[src/design/epm_pkg.sv]
package epm_pkg;

  localparam int POOL_BYTES_DEF = 64;

  localparam logic [1:0] ACT_ABSORB = 2'd0;
  localparam logic [1:0] ACT_START  = 2'd1;
  localparam logic [1:0] ACT_STOP   = 2'd2;

  typedef enum logic [0:0] {
    ST_IDLE,
    ST_DUMP
  } epm_state_t;

  function automatic logic [7:0] rotl1(input logic [7:0] v);
    return {v[6:0], v[7]};
  endfunction

endpackage

[src/design/epm_pool_ram.sv]
module epm_pool_ram #(
  parameter int DEPTH = 64,
  parameter int AW    = 6
) (
  input  logic          clk,
  input  logic          rst,
  input  logic          we,
  input  logic [AW-1:0] waddr,
  input  logic [7:0]    wdata,
  input  logic          re,
  input  logic [AW-1:0] raddr,
  output logic [7:0]    rdata
);

  logic [7:0]       mem [DEPTH];
  logic [DEPTH-1:0] written;

  always_ff @(posedge clk) begin
    if (we) begin
      mem[waddr] <= wdata;
    end
  end

  // entries never written read as zero
  always_ff @(posedge clk) begin
    if (rst) begin
      written <= '0;
    end else if (we) begin
      written[waddr] <= 1'b1;
    end
  end

  always_ff @(posedge clk) begin
    if (re) begin
      rdata <= written[raddr] ? mem[raddr] : 8'd0;
    end
  end

endmodule

[src/design/entropy_pool_mixer_unit.sv]
// Entropy pool mixer.
// Input channel (in_valid/in_ready) carries action, data_byte and call_end.
// Output channel (out_valid/out_ready) carries out_byte, out_source, out_last.
// While collecting, an absorbed word is mixed into the pool: the entry at the
// write index is read, rotated left by one, XORed with the byte and written
// back in the next cycle. Collecting absorbs, stops and starts give no
// result; a start with words collected then dumps that many pool words at
// one word per cycle from the memory read port while the receiver keeps up.
// While forwarding, an absorbed word appears on the output the cycle after
// it is accepted; one such word per cycle when the receiver keeps up.
// Input is held off during a dump, and while forwarding whenever the output
// register is full and not being taken. Collecting absorbs are still taken
// while a result waits.
// Reset clears all control state; pool entries read as zero until written,
// so no clearing pass is needed.
module entropy_pool_mixer_unit
  import epm_pkg::*;
#(
  parameter int POOL_BYTES = POOL_BYTES_DEF
) (
  input  logic       clk,
  input  logic       rst,
  input  logic       in_valid,
  output logic       in_ready,
  input  logic [1:0] action,
  input  logic [7:0] data_byte,
  input  logic       call_end,
  output logic       out_valid,
  input  logic       out_ready,
  output logic [7:0] out_byte,
  output logic       out_source,
  output logic       out_last
);

  localparam int AW = $clog2(POOL_BYTES);
  localparam int CW = $clog2(POOL_BYTES + 1);

  epm_state_t    state, state_next;
  logic          forwarding;
  logic [AW-1:0] write_index;
  logic [CW-1:0] collected_count;
  logic [CW-1:0] call_position;
  logic          mix_wb;
  logic [AW-1:0] mix_addr;
  logic [7:0]    mix_data;
  logic [CW-1:0] dump_cnt;
  logic [CW-1:0] rd_idx;
  logic [CW-1:0] ld_idx;
  logic          rd_pend;

  logic          slot_free, in_fire, mix_go, pass_go, start_go, stop_go;
  logic          dump_issue, dump_load, dump_last;
  logic          ram_re;
  logic [AW-1:0] ram_raddr;
  logic [7:0]    ram_rdata;

  assign slot_free = !out_valid || out_ready;
  assign in_fire   = in_valid && in_ready;
  assign mix_go    = in_fire && (action == ACT_ABSORB) && !forwarding &&
                     (call_position < CW'(POOL_BYTES));
  assign pass_go   = in_fire && (action == ACT_ABSORB) && forwarding;
  assign start_go  = in_fire && (action == ACT_START);
  assign stop_go   = in_fire && (action == ACT_STOP);
  assign dump_last = (ld_idx + CW'(1)) == dump_cnt;

  always_comb begin
    state_next = state;
    case (state)
      ST_IDLE: begin
        if (start_go && (collected_count != '0)) begin
          state_next = ST_DUMP;
        end
      end
      ST_DUMP: begin
        if (dump_load && dump_last) begin
          state_next = ST_IDLE;
        end
      end
      default: state_next = ST_IDLE;
    endcase
  end

  always_comb begin
    in_ready   = 1'b0;
    dump_load  = 1'b0;
    dump_issue = 1'b0;
    ram_raddr  = write_index;
    case (state)
      ST_IDLE: begin
        in_ready = !forwarding || slot_free;
      end
      ST_DUMP: begin
        // ram output register acts as the skid stage for dump words
        dump_load  = rd_pend && slot_free;
        dump_issue = (rd_idx != dump_cnt) && (!rd_pend || dump_load);
        ram_raddr  = rd_idx[AW-1:0];
      end
      default: ;
    endcase
  end

  assign ram_re = mix_go || dump_issue;

  epm_pool_ram #(
    .DEPTH (POOL_BYTES),
    .AW    (AW)
  ) u_pool (
    .clk   (clk),
    .rst   (rst),
    .we    (mix_wb),
    .waddr (mix_addr),
    .wdata (rotl1(ram_rdata) ^ mix_data),
    .re    (ram_re),
    .raddr (ram_raddr),
    .rdata (ram_rdata)
  );

  always_ff @(posedge clk) begin
    if (rst) begin
      state           <= ST_IDLE;
      forwarding      <= 1'b0;
      write_index     <= '0;
      collected_count <= '0;
      call_position   <= '0;
      mix_wb          <= 1'b0;
      rd_pend         <= 1'b0;
      out_valid       <= 1'b0;
      dump_cnt        <= '0;
      rd_idx          <= '0;
      ld_idx          <= '0;
    end else begin
      state  <= state_next;
      mix_wb <= mix_go;

      if (mix_go) begin
        write_index <= (write_index == AW'(POOL_BYTES - 1)) ? '0 : write_index + AW'(1);
        if (collected_count < CW'(POOL_BYTES)) begin
          collected_count <= collected_count + CW'(1);
        end
      end

      if (in_fire && (action == ACT_ABSORB)) begin
        if (call_end) begin
          call_position <= '0;
        end else if (call_position < CW'(POOL_BYTES)) begin
          call_position <= call_position + CW'(1);
        end
      end else if (start_go || stop_go) begin
        call_position <= '0;
      end

      if (start_go) begin
        forwarding      <= 1'b1;
        collected_count <= '0;
        dump_cnt        <= collected_count;
        rd_idx          <= '0;
        ld_idx          <= '0;
      end else if (stop_go) begin
        forwarding <= 1'b0;
      end

      if (dump_issue) begin
        rd_idx  <= rd_idx + CW'(1);
        rd_pend <= 1'b1;
      end else if (dump_load) begin
        rd_pend <= 1'b0;
      end

      if (dump_load) begin
        ld_idx <= ld_idx + CW'(1);
      end

      if (pass_go || dump_load) begin
        out_valid <= 1'b1;
      end else if (out_ready) begin
        out_valid <= 1'b0;
      end
    end
  end

  always_ff @(posedge clk) begin
    if (mix_go) begin
      mix_addr <= write_index;
      mix_data <= data_byte;
    end
    if (pass_go) begin
      out_byte   <= data_byte;
      out_source <= 1'b0;
      out_last   <= 1'b1;
    end else if (dump_load) begin
      out_byte   <= ram_rdata;
      out_source <= 1'b1;
      out_last   <= dump_last;
    end
  end

endmodule
[config.mk]
export PLATFORM = sky130hd
export DESIGN_NAME = entropy_pool_mixer_unit
export DESIGN_NICKNAME = d
export VERILOG_FILES = /design/src/design/epm_pkg.sv /design/src/design/epm_pool_ram.sv /design/src/design/entropy_pool_mixer_unit.sv
export SDC_FILE = /design/constraint.sdc
export NUM_CORES = 1
export LEC_CHECK = 0
export BUFFER_PORTS_ARGS = -buffer_cell sky130_fd_sc_hd__buf_2
export CORE_MARGIN = 2
export CORE_UTILIZATION = 55
export DETAILED_ROUTE_END_ITERATION = 8
export GPL_TIMING_DRIVEN = 0
export PLACE_DENSITY = 0.77
export SLEW_MARGIN = 40
export SYNTH_ARGS = -nofsm -noshare
export SYNTH_HDL_FRONTEND = slang
export SYNTH_HIERARCHICAL = 1
export SYNTH_SLANG_ARGS = --single-unit
[constraint.sdc]
create_clock -name clk -period 5.8 [get_ports clk]
set_input_delay 0.87 -clock clk [delete_from_list [all_inputs] [get_ports clk]]
set_output_delay 0.87 -clock clk [all_outputs]
set_load 0.02 [all_outputs]
==> metrics <==
status=finished clean; post-synthesis net count=1,541; P per Cell Area=325.6 nW/um^2; Final ANT Viol Nets=0; global-route wire length before repair=between 80,000 and 90,000 microns; skew final=approximately 0.023 ns; count of unique library cells instantiated by Yosys=between 50 and 60; Clock Latency Late Sink=approximately 0.6 ns; RePlAce Congestion=between 0.8 and 0.9; post-synth design cell area=between 20,000 and 30,000 sq um; Initial Util=between 50% and 60%; worst rel slew slack=41.10%; crit-path max cell delay=between 0.4 and 0.5 ns; EDFF count, synth=542; Port-buffer cells=25; main flop type after synthesis=edfxtp_1; drt total wl=~61,000 microns; Achievable Freq=0.2561 GHz; unrepaired setup endpoints after global routing=false; DRT iter0 DRCs=roughly 1,900; FF+latch count, synth=approximately 650; fin nets=between 1,500 and 2,000; Hold-fix buffers, CTS=0; Clock Tree Root=clkbuf_16; actual slew at the worst max-slew pin=a little under 0.9 ns; # clock sinks=between 600 and 700; vias in the first global route=about 14,000; Clock Tree Buf Depth=3; Synth area leader=edfxtp_1; Arr. time, crit path=4.18 ns; grt total ovfl=0; DRC viols=0; Hold WC Path Type=register to register; crit path cell chain=buf_2 > mux2_2 > buf_2 > buf_2 > buf_2 > mux4_2 > a22oi_1 > a21oi_1 > nor4_1 > a21oi_1; max-slew violations=0; via count=~15,000; H-tree Lvls=3; n_diodes=0; Max-Cap Viols=0; Core Area=approximately 46,000 sq um; Finished Cell Area=about 30,000 sq um; final hold violations=0; leakage power total=about 9 nW; CP required=about 6.1 ns; Synth Instances=1,520; Synth Area per Inst=16.89 sq um; antenna violations before repair=0; hpwl dp=40,340 microns; Die Area=around 48,000 sq um; layout cells sized above 1=23.84%; Worst path slowest cell=a22oi_1; Post-CTS Setup Inserts=0; count of warnings emitted by yosys=6; row count=79; fin crit share=about two thirds; Die Span X=220.0 microns; Synth top area share=approximately 63%; Most common cell on crit path=buf_2; Die H=approximately 220 microns; TritonCTS buffer count=between 60 and 70; share of async-settable or async-resettable flops after synthesis=0%; sequential area share after synthesis=between 70% and 80%; endpoint type of the worst setup path=register; PostCTS Resize Cnt=0; clock-pin transition on the worst setup and hold timing paths=0.06 ns; Area Growth Syn to Fin=14.21%; Setup-failing EPs final=0; Vias/cell=roughly 6.4; TritonRoute pass-1 iters=7; largest net degree at the start of global routing=26; crit path kind=register to register; Critical Path Source Type=register; maximum VDD drop=roughly 0.00026 V; synth top area cells=edfxtp_1 63%, mux4_2 12%, dfxtp_1 8.7%, nor2_1 3.2%, a22oi_1 1.9%; Fill cells=a little over 3,000; placed instance area=27,150 sq um; crit path max fanout=10; I/O pin cnt=27; Setup TNS=0 ns; CTS tree=done; gr usage total=~26%; crit path time final=3.905 ns; routed len/inst=between 20 and 30 microns
## synth_stat cells, drive strengths merged, types with 2 or more instances
cell type	count
edfxtp	542
nor2	220
mux4	141
dfxtp	112
a21oi	67
a22oi	66
nand2	65
buf	39
clkbuf	36
nand3	30
xor2	23
nor2b	18
o21ai	15
nor3	14
nor4	13
xnor2	12
inv	9
mux2	9
nand2b	9
and3	7
nand4	7
ha	6
a211oi	5
a31oi	5
mux2i	5
and2	4
nand3b	4
o21ba	4
or3	4
nand4b	3
o31ai	3
or2	3
a2111oi	2
a21o	2
nor3b	2
o21a	2
o311ai	2
## report_power, final
part | switching, mW | total [mW] | internal [mW] | leakage, nW
combinational | 0.174 | 0.282 | 0.108 | 2.47
sequential | 0.0114 | 5.10 | 5.09 | 5.78
clock | 1.70 | 4.17 | 2.47 | 1.03
total | 1.88 | 9.55 | 7.66 | 9.27
## layer usage
metal,vias to the layer above,global-route usage (%),part of all wire [%]
li1,6178,-,-
met1,7439,35.25,39
met2,796,40.43,48
met3,176,5.521,8.3
met4,0,10.74,4.3
met5,-,0,0
## critical path: cells and delay by family, from the launching register on
kind / cells / cell delay (ns)
AND/OR/NAND/NOR: 1 / 0.39
AO/OA/AOI/OAI: 3 / 0.79
multiplexers: 2 / 0.71
buffers and inverters: 4 / 1.36
flip-flops: 1 / 0.35
## state kept, by name (all words and copies together), names as in the netlist
| register | count |
|---|---|
| u_pool/mem | 512 |
| out_source | 1 |
| state | 1 |
| mix_addr | 6 |
| out_byte | 8 |
| dump_cnt | 7 |
| rd_idx | 7 |
| u_pool/written | 64 |
| collected_count | 7 |
| ld_idx | 7 |
| u_pool/rdata | 8 |
| out_last | 1 |
| out_valid | 1 |
| rd_pend | 1 |
| write_index | 6 |
| forwarding | 1 |
| mix_data | 8 |
| mix_wb | 1 |
| call_position | 7 |
## layout by cell type (no fill, tap or decap), types with 6 or more instances in the layout
master / instances
a21oi_1: 67
a22oi_1: 66
and3_1: 7
buf_2: 47
buf_4: 8
buf_6: 9
buf_8: 18
clkbuf_1: 53
clkbuf_16: 71
clkinv_1: 12
dfxtp_1: 112
edfxtp_1: 542
ha_1: 6
inv_1: 9
mux2_2: 9
mux4_2: 141
nand2_1: 64
nand2b_1: 9
nand3_1: 30
nand4_1: 7
nor2_1: 165
nor2_2: 55
nor2b_1: 18
nor3_1: 10
nor4_1: 12
o21ai_0: 15
xnor2_1: 12
xor2_1: 15
xor2_4: 8
## cells by family after synthesis
group,share of synthesized area (%)
flops,72.14
simple gates,7.179
compound gates,4.523
mux,12.96
buf+inv,1.716
xor+xnor,1.194
fa+ha+maj,0.2924
## per-stage QoR
stage / setup slack, ns / utilization, % / power [mW] / hold slack (ns) / instances
detailed placement: 2.022 / 58.56 / 5.476 / 0.4507 / 2174
finish: 1.895 / 63.25 / 9.546 / 0.4611 / 2289
global placement: 0.8679 / 57.28 / 5.447 / 0.4439 / 2152
floorplan: 3.151 / - / 5.365 / 0.4323 / 1520
CTS: 1.998 / 63.11 / 9.590 / 0.4388 / 2289
global route: 1.912 / 63.25 / 9.807 / 0.4444 / 2289
## area by class of cell
| type | instances | area (sq um) | area share [%] |
|---|---|---|---|
| multi-input cells | 781 | 7028 | 23.97 |
| well taps | 607 | 759.5 | 2.590 |
| plain buffers | 75 | 402.9 | 1.374 |
| clock inverters | 21 | 197.7 | 0.6743 |
| clock buffers | 94 | 1913 | 6.525 |
| repair buffers | 47 | 462.9 | 1.579 |
| flip-flops and latches | 654 | 18520 | 63.16 |
| inverters | 10 | 37.54 | 0.1280 |
## final timing paths
path / endpoint / slack (ns) / start / cells past startpoint
min: out_last / 0.46 / out_last / 1
min reg2reg: out_last / 0.46 / out_last / 1
max: u_pool/rdata[0] / 1.89 / state / 10
max reg2reg: u_pool/rdata[0] / 1.89 / state / 10
Note: power is estimated with default switching activity, not from simulation.
